## src/hw/rtl/pbl_pkg.sv

```systemverilog
// ----------------------------------------------------------------------------
// pbl_pkg
// Shared types and constants of the positional byte list.
// ----------------------------------------------------------------------------
package pbl_pkg;

	localparam int CAPACITY = 16;
	localparam int IDX_W    = $clog2(CAPACITY);
	localparam int CNT_W    = $clog2(CAPACITY + 1);
	localparam int POS_W    = 5;
	localparam int DATA_W   = 8;
	localparam int CMP_W    = ((CNT_W > POS_W) ? CNT_W : POS_W) + 1;

	typedef enum logic [1:0] {
		MODE_INSERT = 2'd0,
		MODE_DELETE = 2'd1,
		MODE_GET    = 2'd2,
		MODE_LOCATE = 2'd3
	} mode_t;

	typedef enum logic [1:0] {
		ST_IDLE,
		ST_EXEC,
		ST_FIND,
		ST_DONE
	} state_t;

	typedef struct packed {
		logic load_cmd;
		logic exec;
		logic find;
		logic load_out;
	} pbl_cmd_t;

	typedef struct packed {
		logic is_locate;
		logic out_free;
	} pbl_stat_t;

endpackage

```

## src/hw/rtl/pbl_ctrl.sv

```systemverilog
// ----------------------------------------------------------------------------
// pbl_ctrl
// Sequencer: accept a command, execute it, search if needed, post the result.
// ----------------------------------------------------------------------------
module pbl_ctrl (
	input  logic              clk,
	input  logic              arst_n,
	input  logic              in_valid,
	output logic              in_ready,
	input  pbl_pkg::pbl_stat_t stat,
	output pbl_pkg::pbl_cmd_t  cmd
);
	import pbl_pkg::*;

	state_t state_q, state_d;

	always_ff @(posedge clk or negedge arst_n) begin
		if (!arst_n) begin
			state_q <= ST_IDLE;
		end else begin
			state_q <= state_d;
		end
	end

	always_comb begin
		state_d  = state_q;
		cmd      = '0;
		in_ready = 1'b0;
		case (state_q)
			ST_IDLE: begin
				in_ready = 1'b1;
				if (in_valid) begin
					cmd.load_cmd = 1'b1;
					state_d      = ST_EXEC;
				end
			end
			ST_EXEC: begin
				cmd.exec = 1'b1;
				state_d  = stat.is_locate ? ST_FIND : ST_DONE;
			end
			ST_FIND: begin
				cmd.find = 1'b1;
				state_d  = ST_DONE;
			end
			ST_DONE: begin
				// hold until the output register can take the result
				if (stat.out_free) begin
					cmd.load_out = 1'b1;
					state_d      = ST_IDLE;
				end
			end
			default: begin
				state_d = ST_IDLE;
			end
		endcase
	end

endmodule

```

## src/hw/rtl/pbl_datapath.sv

```systemverilog
// ----------------------------------------------------------------------------
// pbl_datapath
// List cells with parallel shift, match vector, result and output registers.
// ----------------------------------------------------------------------------
module pbl_datapath (
	input  logic                          clk,
	input  logic                          arst_n,
	input  pbl_pkg::pbl_cmd_t             cmd,
	output pbl_pkg::pbl_stat_t            stat,
	input  logic [1:0]                    mode,
	input  logic [pbl_pkg::POS_W-1:0]     position,
	input  logic [pbl_pkg::DATA_W-1:0]    value,
	output logic                          out_valid,
	input  logic                          out_ready,
	output logic                          ok,
	output logic [pbl_pkg::DATA_W-1:0]    item,
	output logic [pbl_pkg::POS_W-1:0]     found_at,
	output logic [pbl_pkg::POS_W-1:0]     count,
	output logic                          empty_res
);
	import pbl_pkg::*;

	mode_t                 mode_q;
	logic [POS_W-1:0]      pos_q;
	logic [DATA_W-1:0]     val_q;
	logic [DATA_W-1:0]     cells_q [CAPACITY];
	logic [CNT_W-1:0]      len_q;
	logic [CAPACITY-1:0]   match_q;
	logic                  res_ok_q;
	logic [DATA_W-1:0]     res_item_q;
	logic [POS_W-1:0]      res_found_q;
	logic                  out_valid_q;

	logic [CMP_W-1:0]      pos_c;
	logic [CMP_W-1:0]      len_c;
	logic                  rd_ok;
	logic                  ins_ok;
	logic                  del_ok;
	logic                  get_ok;
	logic [IDX_W-1:0]      rd_idx;
	logic [DATA_W-1:0]     rd_item;
	logic [POS_W-1:0]      find_pos;

	assign pos_c   = CMP_W'(pos_q);
	assign len_c   = CMP_W'(len_q);
	assign rd_ok   = (pos_c != '0) && (pos_c <= len_c);
	assign ins_ok  = (mode_q == MODE_INSERT) && (pos_c != '0) &&
	                 (pos_c <= len_c + CMP_W'(1)) && (len_c < CMP_W'(CAPACITY));
	assign del_ok  = (mode_q == MODE_DELETE) && rd_ok;
	assign get_ok  = (mode_q == MODE_GET) && rd_ok;
	assign rd_idx  = IDX_W'(pos_c - CMP_W'(1));
	assign rd_item = cells_q[rd_idx];

	assign stat.is_locate = (mode_q == MODE_LOCATE);
	assign stat.out_free  = !out_valid_q || out_ready;

	always_ff @(posedge clk) begin
		if (cmd.load_cmd) begin
			mode_q <= mode_t'(mode);
			pos_q  <= position;
			val_q  <= value;
		end
	end

	// each cell takes the new byte, its left neighbor or its right neighbor
	for (genvar k = 0; k < CAPACITY; k++) begin : g_cell
		localparam logic [CMP_W-1:0] KC = CMP_W'(k);
		always_ff @(posedge clk) begin
			if (cmd.exec) begin
				if (ins_ok) begin
					if (KC + CMP_W'(1) == pos_c) begin
						cells_q[k] <= val_q;
					end else if ((KC + CMP_W'(1) > pos_c) && (KC <= len_c)) begin
						if (k > 0) begin
							cells_q[k] <= cells_q[(k > 0) ? k - 1 : 0];
						end
					end
				end else if (del_ok) begin
					if ((KC + CMP_W'(1) >= pos_c) && (KC + CMP_W'(1) < len_c)) begin
						if (k < CAPACITY - 1) begin
							cells_q[k] <= cells_q[(k < CAPACITY - 1) ? k + 1 : k];
						end
					end
				end
			end
		end
		always_ff @(posedge clk) begin
			if (cmd.exec) begin
				match_q[k] <= (KC < len_c) && (cells_q[k] == val_q);
			end
		end
	end

	always_ff @(posedge clk or negedge arst_n) begin
		if (!arst_n) begin
			len_q <= '0;
		end else if (cmd.exec) begin
			if (ins_ok) begin
				len_q <= len_q + CNT_W'(1);
			end else if (del_ok) begin
				len_q <= len_q - CNT_W'(1);
			end
		end
	end

	// lowest matching cell wins
	always_comb begin
		find_pos = '0;
		for (int k = CAPACITY - 1; k >= 0; k--) begin
			if (match_q[k]) begin
				find_pos = POS_W'(k + 1);
			end
		end
	end

	always_ff @(posedge clk) begin
		if (cmd.exec) begin
			res_ok_q    <= ins_ok || del_ok || get_ok;
			res_item_q  <= (del_ok || get_ok) ? rd_item : '0;
			res_found_q <= '0;
		end else if (cmd.find) begin
			res_ok_q    <= |match_q;
			res_item_q  <= '0;
			res_found_q <= find_pos;
		end
	end

	always_ff @(posedge clk or negedge arst_n) begin
		if (!arst_n) begin
			out_valid_q <= 1'b0;
		end else if (cmd.load_out) begin
			out_valid_q <= 1'b1;
		end else if (out_ready) begin
			out_valid_q <= 1'b0;
		end
	end

	always_ff @(posedge clk) begin
		if (cmd.load_out) begin
			ok        <= res_ok_q;
			item      <= res_item_q;
			found_at  <= res_found_q;
			count     <= POS_W'(len_q);
			empty_res <= (len_q == '0);
		end
	end

	assign out_valid = out_valid_q;

endmodule

```

## src/hw/rtl/positional_byte_list.sv

```systemverilog
// ----------------------------------------------------------------------------
// positional_byte_list
// Ordered list of up to CAPACITY bytes addressed by one-based position.
// ----------------------------------------------------------------------------
// Usage:
//   Input channel (in_valid/in_ready) carries one command: mode, position,
//   value. Modes: insert, delete, get, locate. Output channel
//   (out_valid/out_ready) returns one result per command: ok, item,
//   found_at, count, empty_res.
//   Each command passes the sequencer states accept, execute and result
//   post; locate adds a search state between execute and post, in which
//   the registered match vector feeds the priority encoder.
//   The sequencer works one command at a time through accept, execute,
//   optional search and result post, so a new command is accepted only
//   after the previous result has been posted.
//   All cells shift in parallel during the execute cycle.
//   Reset clears the length and the handshake state; cell contents are
//   left undefined and are never read before being written.
//   When the receiver stalls, the result holds in the output register and
//   one further command may be accepted and executed; its result waits in
//   the result registers until the output register frees.
// ----------------------------------------------------------------------------
module positional_byte_list (
	input  logic                       clk,
	input  logic                       arst_n,
	input  logic                       in_valid,
	output logic                       in_ready,
	input  logic [1:0]                 mode,
	input  logic [pbl_pkg::POS_W-1:0]  position,
	input  logic [pbl_pkg::DATA_W-1:0] value,
	output logic                       out_valid,
	input  logic                       out_ready,
	output logic                       ok,
	output logic [pbl_pkg::DATA_W-1:0] item,
	output logic [pbl_pkg::POS_W-1:0]  found_at,
	output logic [pbl_pkg::POS_W-1:0]  count,
	output logic                       empty_res
);
	import pbl_pkg::*;

	pbl_cmd_t  cmd;
	pbl_stat_t stat;

	pbl_ctrl u_ctrl (
		.clk      (clk),
		.arst_n   (arst_n),
		.in_valid (in_valid),
		.in_ready (in_ready),
		.stat     (stat),
		.cmd      (cmd)
	);

	pbl_datapath u_datapath (
		.clk       (clk),
		.arst_n    (arst_n),
		.cmd       (cmd),
		.stat      (stat),
		.mode      (mode),
		.position  (position),
		.value     (value),
		.out_valid (out_valid),
		.out_ready (out_ready),
		.ok        (ok),
		.item      (item),
		.found_at  (found_at),
		.count     (count),
		.empty_res (empty_res)
	);

endmodule

```

## config.mk

```make
export PLATFORM = sky130hd
export DESIGN_NAME = positional_byte_list
export DESIGN_NICKNAME = d
export VERILOG_FILES = /design/src/hw/rtl/pbl_pkg.sv /design/src/hw/rtl/pbl_ctrl.sv /design/src/hw/rtl/pbl_datapath.sv /design/src/hw/rtl/positional_byte_list.sv
export SDC_FILE = /design/constraint.sdc
export NUM_CORES = 1
export LEC_CHECK = 0
export ABC_AREA = 1
export BUFFER_PORTS_ARGS = -buffer_cell sky130_fd_sc_hd__buf_2
export CORE_MARGIN = 2
export CORE_UTILIZATION = 30
export DETAILED_ROUTE_END_ITERATION = 8
export GPL_TIMING_DRIVEN = 0
export HOLD_SLACK_MARGIN = 0.02
export PLACE_DENSITY = 0.47
export SLEW_MARGIN = 40
export SYNTH_ARGS = -nofsm -noshare
export SYNTH_HDL_FRONTEND = slang
export SYNTH_SLANG_ARGS = --single-unit
```

## constraint.sdc

```tcl
create_clock -name clk -period 9.91 [get_ports clk]
set_clock_uncertainty 0.2 [all_clocks]
set_input_delay 0.4955 -clock clk [delete_from_list [all_inputs] [get_ports clk]]
set_output_delay 0.4955 -clock clk [all_outputs]
set_load 0.02 [all_outputs]
```

After elaboration in Yosys (flattened, before gate mapping)
Memory sizes are Yosys's and may differ from the RTL's.
Index checks and enable logic that the tools add are counted.
Cells by class
  add/subtract/negate cells: 4
  $mul: 0
  divide/modulo/power cells: 0
  magnitude comparators: 64
  equality and inequality tests: 40
  shifts and indexed selects: 0
  multiplexer cells: 280
  bitwise operators: 30
  reductions and logical operators: 67
Operators with widths (count)
  $mux W8: 33
  $mux W1: 226
  $eq A8 B8 Y1: 16
  $mux W5: 18
  $logic_and A1 B1 Y1: 52
  $eq A4 B5 Y1 const A: 8
  $ge A4 B5 Y1 const A: 8
  $gt A4 B5 Y1 const A: 8
  $le A4 B5 Y1 const A: 8
  $lt A4 B5 Y1 const A: 8
  $or A1 B1 Y1: 30
  $eq A3 B5 Y1 const A: 4
  $ge A3 B5 Y1 const A: 4
  $gt A3 B5 Y1 const A: 4
  $le A3 B5 Y1 const A: 4
  $lt A3 B5 Y1 const A: 4
  $reduce_or A16 Y1: 1
  $eq A2 B5 Y1 const A: 2
  $ge A2 B5 Y1 const A: 2
  $gt A2 B5 Y1 const A: 2
  $le A2 B5 Y1 const A: 2
  $lt A1 B5 Y1 const A: 2
  $lt A2 B5 Y1 const A: 2
  $eq A2 B2 Y1 const B: 4
  23 further kinds: 33
Word-level totals
  register bits after elaboration: 73
  bits in latches: 0
  memory bits (writable): 128
  memory bits (read-only): 0
  input bits: 19
  output and inout port bits: 22
  word-level logic and storage cells: 516
  memories kept: 1
Memory list
  u_datapath.cells_q: depth 16, bits a word 8, rd ports 17, clocked after Yosys merged registers in 0, write ports 16, line pbl_datapath.sv:26  | logic [DATA_W-1:0] cells_q [CAPACITY];

Depth between registers and ports, before layout
  depth after elaboration: 16
  gate-level depth with buffers: 19
  gate-level depth less buffers: 16

By module
From an unflattened synthesis, not the netlist that was laid out.
Second synthesis, totals
  cell total of the unflattened synthesis: 1788
  area total of the unflattened synthesis: 13531.7 µm²
By module, submodules not included
  pbl_datapath: times used 1, cells each 1759, area an instance 13331.5 µm²
  pbl_ctrl: times used 1, cells each 29, area an instance 200.2 µm²

Worst setup path before layout
OpenSTA, ideal clock, no wires.
  kind: register to register
  start point: register u_datapath.pos_q[0]
  end point: memory u_datapath.cells_q[4][0] (enable)
  setup time: 0.376 ns
  arrival: 2.814 ns
  data required time: 9.334 ns
  setup slack: 6.520 ns
  stages on the path, launching flop included: 18
  clock period less this slack: 3.390 ns
  cells stage by stage: edfxtp_1 > buf_2 > inv_1 > buf_2 > clkbuf_1 > ha_1 > inv_1 > a21oi_1 > o21ai_0 > nand2_1 > nand2_1 > nand2_1 > nand2_4 > buf_2 > nor2_1 > buf_2 > nand2_1 > o211ai_1
RTL lines
  from (decl): line pbl_datapath.sv:24  | logic [POS_W-1:0] pos_q;
  from (signal assigned): line pbl_datapath.sv:60  | pos_q <= position;
  to (decl): line pbl_datapath.sv:26

==> results.sh <==
export IMPL_arrival_ns=4.76
export IMPL_slowest_delay_ns=0.72
export IMPL_synth_nets=1752
export IMPL_vdd_ir_drop_worst_mv=0.129
export IMPL_synth_warnings=0
export IMPL_place_gp_congestion=0.986
export IMPL_setup_viol=0
export IMPL_hold_viol=0
export IMPL_p_sw_frac=0.400
export IMPL_outcome="finished, final reports clean"
export IMPL_timing_fmax_mhz=209
export IMPL_via_per_inst=5.50
export IMPL_pwr_share_seq=0.329
export IMPL_synth_top_area_frac=0.418
export IMPL_routed_wl_um=62100
export IMPL_crit_slowest_cell="o211ai_1"
export IMPL_cts_repair_resized=0
export IMPL_ys_seq_elements=201
export IMPL_overflow=0
export IMPL_hpwl_um=47000
export IMPL_cts_sinks=201
export IMPL_htreeDepth=1
export IMPL_p_leak_uw=0.00636
export IMPL_cts_root_buffer="clkbuf_16"
export IMPL_synth_top_cell_by_area="edfxtp_1"
export IMPL_die_y_um=216
export IMPL_ys_flop_type="edfxtp_1"
export IMPL_grt_max_degree=18
export IMPL_synth_area_leaders="edfxtp_1 (42%), nand2_1 (13%), nand3_1 (6.0%)"
export IMPL_antenna_found_initial=2
export IMPL_clock_latency_ns=0.56
export IMPL_io_pins=41
export IMPL_rows=77
export IMPL_critPathKind="reg -> reg"
export IMPL_die_width_um=216
export IMPL_num_vias=13300
export IMPL_start_util=0.305
export IMPL_holdWs_ns=0.0570
export IMPL_synth_distinct_cells=51
export IMPL_cp_max_fo=14
export IMPL_wl_per_cell_um=25.8
export IMPL_synth_top_cells_by_count="nand2_1 (464), edfxtp_1 (188), nand3_1 (161)"
export IMPL_cts_clk_slew_worst_paths_ns=0.06
export IMPL_nets=1838
export IMPL_clkPwrFrac=0.306
export IMPL_synthArstFlopShare=0.0398
export IMPL_cts_buffers=26
export IMPL_syn_inst=1710
export IMPL_clk_path_buf_depth=3
export IMPL_rrSetupSlack_ns=5.13
export IMPL_grt_pass1_wl_um=88800
export IMPL_switchingPower_uw=1420
export IMPL_area_delta_synth_final_pct=16.2
export IMPL_min_path_type="in -> reg"
export IMPL_syn_area_sq_mm=0.0135
export IMPL_cp_required_ns=9.89
export IMPL_first_global_vias=12400
export IMPL_drv_slew=0
export IMPL_finalCriticalPeriod_ns=4.78
export IMPL_synth_edff_count=188
export IMPL_coreArea_sq_mm=0.0443
export IMPL_postRouteAntennaNets=0
export IMPL_tightestPinTransition_ns=0.970
export IMPL_dieArea_sq_mm=0.0468
export IMPL_seq_area_frac_synth=0.440
export IMPL_cts_setup_buffers=0
export IMPL_rsz0062_at_grt="false"
export IMPL_slew_headroom=0.346
export IMPL_max_cap_viol_count=0
export IMPL_fin_crit_sh=0.482
export IMPL_tns_ns=0
export IMPL_intPower_uw=2140
export IMPL_post_route_drc_count=0
export IMPL_drtPass1Iterations=6
export IMPL_drtIter0Drc=1869
export IMPL_crit_top_cell="buf_2"
export IMPL_p_per_area_mw_per_mm2=227
export IMPL_comb_power_share=0.365
export IMPL_cp_cell_sequence="buf_2 > inv_1 > buf_2 > clkbuf_2 > ha_1 > inv_1 > nor2_1 > inv_2 > nor2_2 > nor3_4 > nand2_4 > buf_2 > nor2_1 > buf_2 > nand2_1 > o211ai_1"
export IMPL_critPathLaunchType="flip-flop"
export IMPL_worstSetupEndpointType="flip-flop"
export IMPL_cts_tree="built"
export IMPL_synth_area_per_cell_sq_um=7.91
export IMPL_numPortBuffers=40
export IMPL_grtUsageTotal=0.262
export IMPL_drive_above_1_share=0.119
export IMPL_fillers=4719
export IMPL_post_synth_top_count_cell="nand2_1"
export IMPL_hold_buffers=16
## layer usage
metal	wire, um	global-route usage
met1	26900	0.364
met2	26700	0.404
met3	5460	0.0455
met4	3000	0.108
met5	0	0
## flip-flops by register name, summed over array words and instances (netlist names), 2 cells and up
register	count
u_datapath.res_item_q	8
u_ctrl.state_q	2
u_datapath.item	8
u_datapath.val_q	8
u_datapath.match_q	16
u_datapath.res_found_q	5
u_datapath.len_q	5
u_datapath.pos_q	5
u_datapath.count	5
u_datapath.found_at	5
u_datapath.cells_q	128
u_datapath.mode_q	2
## metrics by stage
stage          std cells  total power (uW)  cell area [sq um]  utilization  worst slack (ns)
2_1_floorplan       1710              1960              13500            -              6.52
3_5_place_dp        2343              2450              14500        0.328              5.27
5_1_grt             2408              3730              15700        0.354              4.99
3_3_place_gp        2342              2430              14500        0.326              4.92
6_report            2410              3560              15700        0.354              5.13
4_1_cts             2407              3550              15700        0.354              5.25
## cell families (layout without fill, tap and decap cells)
kind of cell	Yosys count	count (layout)	synth area share
compound gates	356	356	0.148
xor+xnor	82	82	0.0531
fa+ha+maj	23	23	0.0213
buf+inv	245	351	0.0738
flops	201	201	0.440
other cells	0	2	0
simple gates	803	803	0.264
## worst max-delay path, delay by kind of cell, from the launching register on
family | cells | cell delay, ns
buffers and inverters | 8 | 1.72
and+or+nand+nor | 6 | 0.91
AOI/OAI and AO/OA | 1 | 0.72
DFF | 1 | 0.48
adders and majority gates | 1 | 0.34
## final timing paths
| kind | start | end | cells after the start |
|---|---|---|---|
| setup / recovery | u_datapath.pos_q[0] | u_datapath.cells_q[4][1] | 16 |
| hold / removal | out_ready | u_datapath.out_valid | 4 |
| setup reg to reg | u_datapath.pos_q[0] | u_datapath.cells_q[4][1] | 16 |
| hold reg to reg | u_datapath.res_ok_q | u_datapath.ok | 0 |
| max in group asynchronous | arst_n | u_ctrl.state_q[0] | 2 |
| min in group asynchronous | arst_n | u_datapath.len_q[3] | 2 |
## cell usage in the layout (no fill, tap or decap), drive strengths merged, types with 17 or more instances in the layout
cell    netlist  final
a21oi        94     94
buf          50     92
clkbuf       39     69
edfxtp      188    188
ha           23     23
inv         152    153
nand2       477    477
nand3       163    163
nand4        19     19
nor2        100    100
o211ai       43     43
o21ai       177    177
o22ai        17     17
xnor2        39     39
xor2         43     43
## power groups by stage
| stage | registers, uW | logic [uW] | clock network (uW) |
|---|---|---|---|
| 6_report | 1170 | 1300 | 1090 |
| 5_1_grt | 1190 | 1400 | 1140 |
| 4_1_cts | 1170 | 1270 | 1110 |
| 3_5_place_dp | 1190 | 1260 | 0 |
| 3_3_place_gp | 1190 | 1240 | 0 |
| 2_1_floorplan | 1200 | 762 | 0 |
## cell type report
| class | count | area [sq um] | share of cell area |
|---|---|---|---|
| inverters | 156 | 586 | 0.0373 |
| clock inverters | 18 | 319 | 0.0203 |
| plain buffers | 89 | 434 | 0.0276 |
| multi-input cells | 1264 | 6630 | 0.422 |
| clock buffers | 30 | 666 | 0.0424 |
| repair buffers | 58 | 383 | 0.0244 |
| flip-flops and latches | 201 | 5950 | 0.378 |
| well taps | 592 | 741 | 0.0472 |
| diodes | 2 | 5.00 | 0.000319 |
No activity file was read; power rests on OpenSTA's default activity.
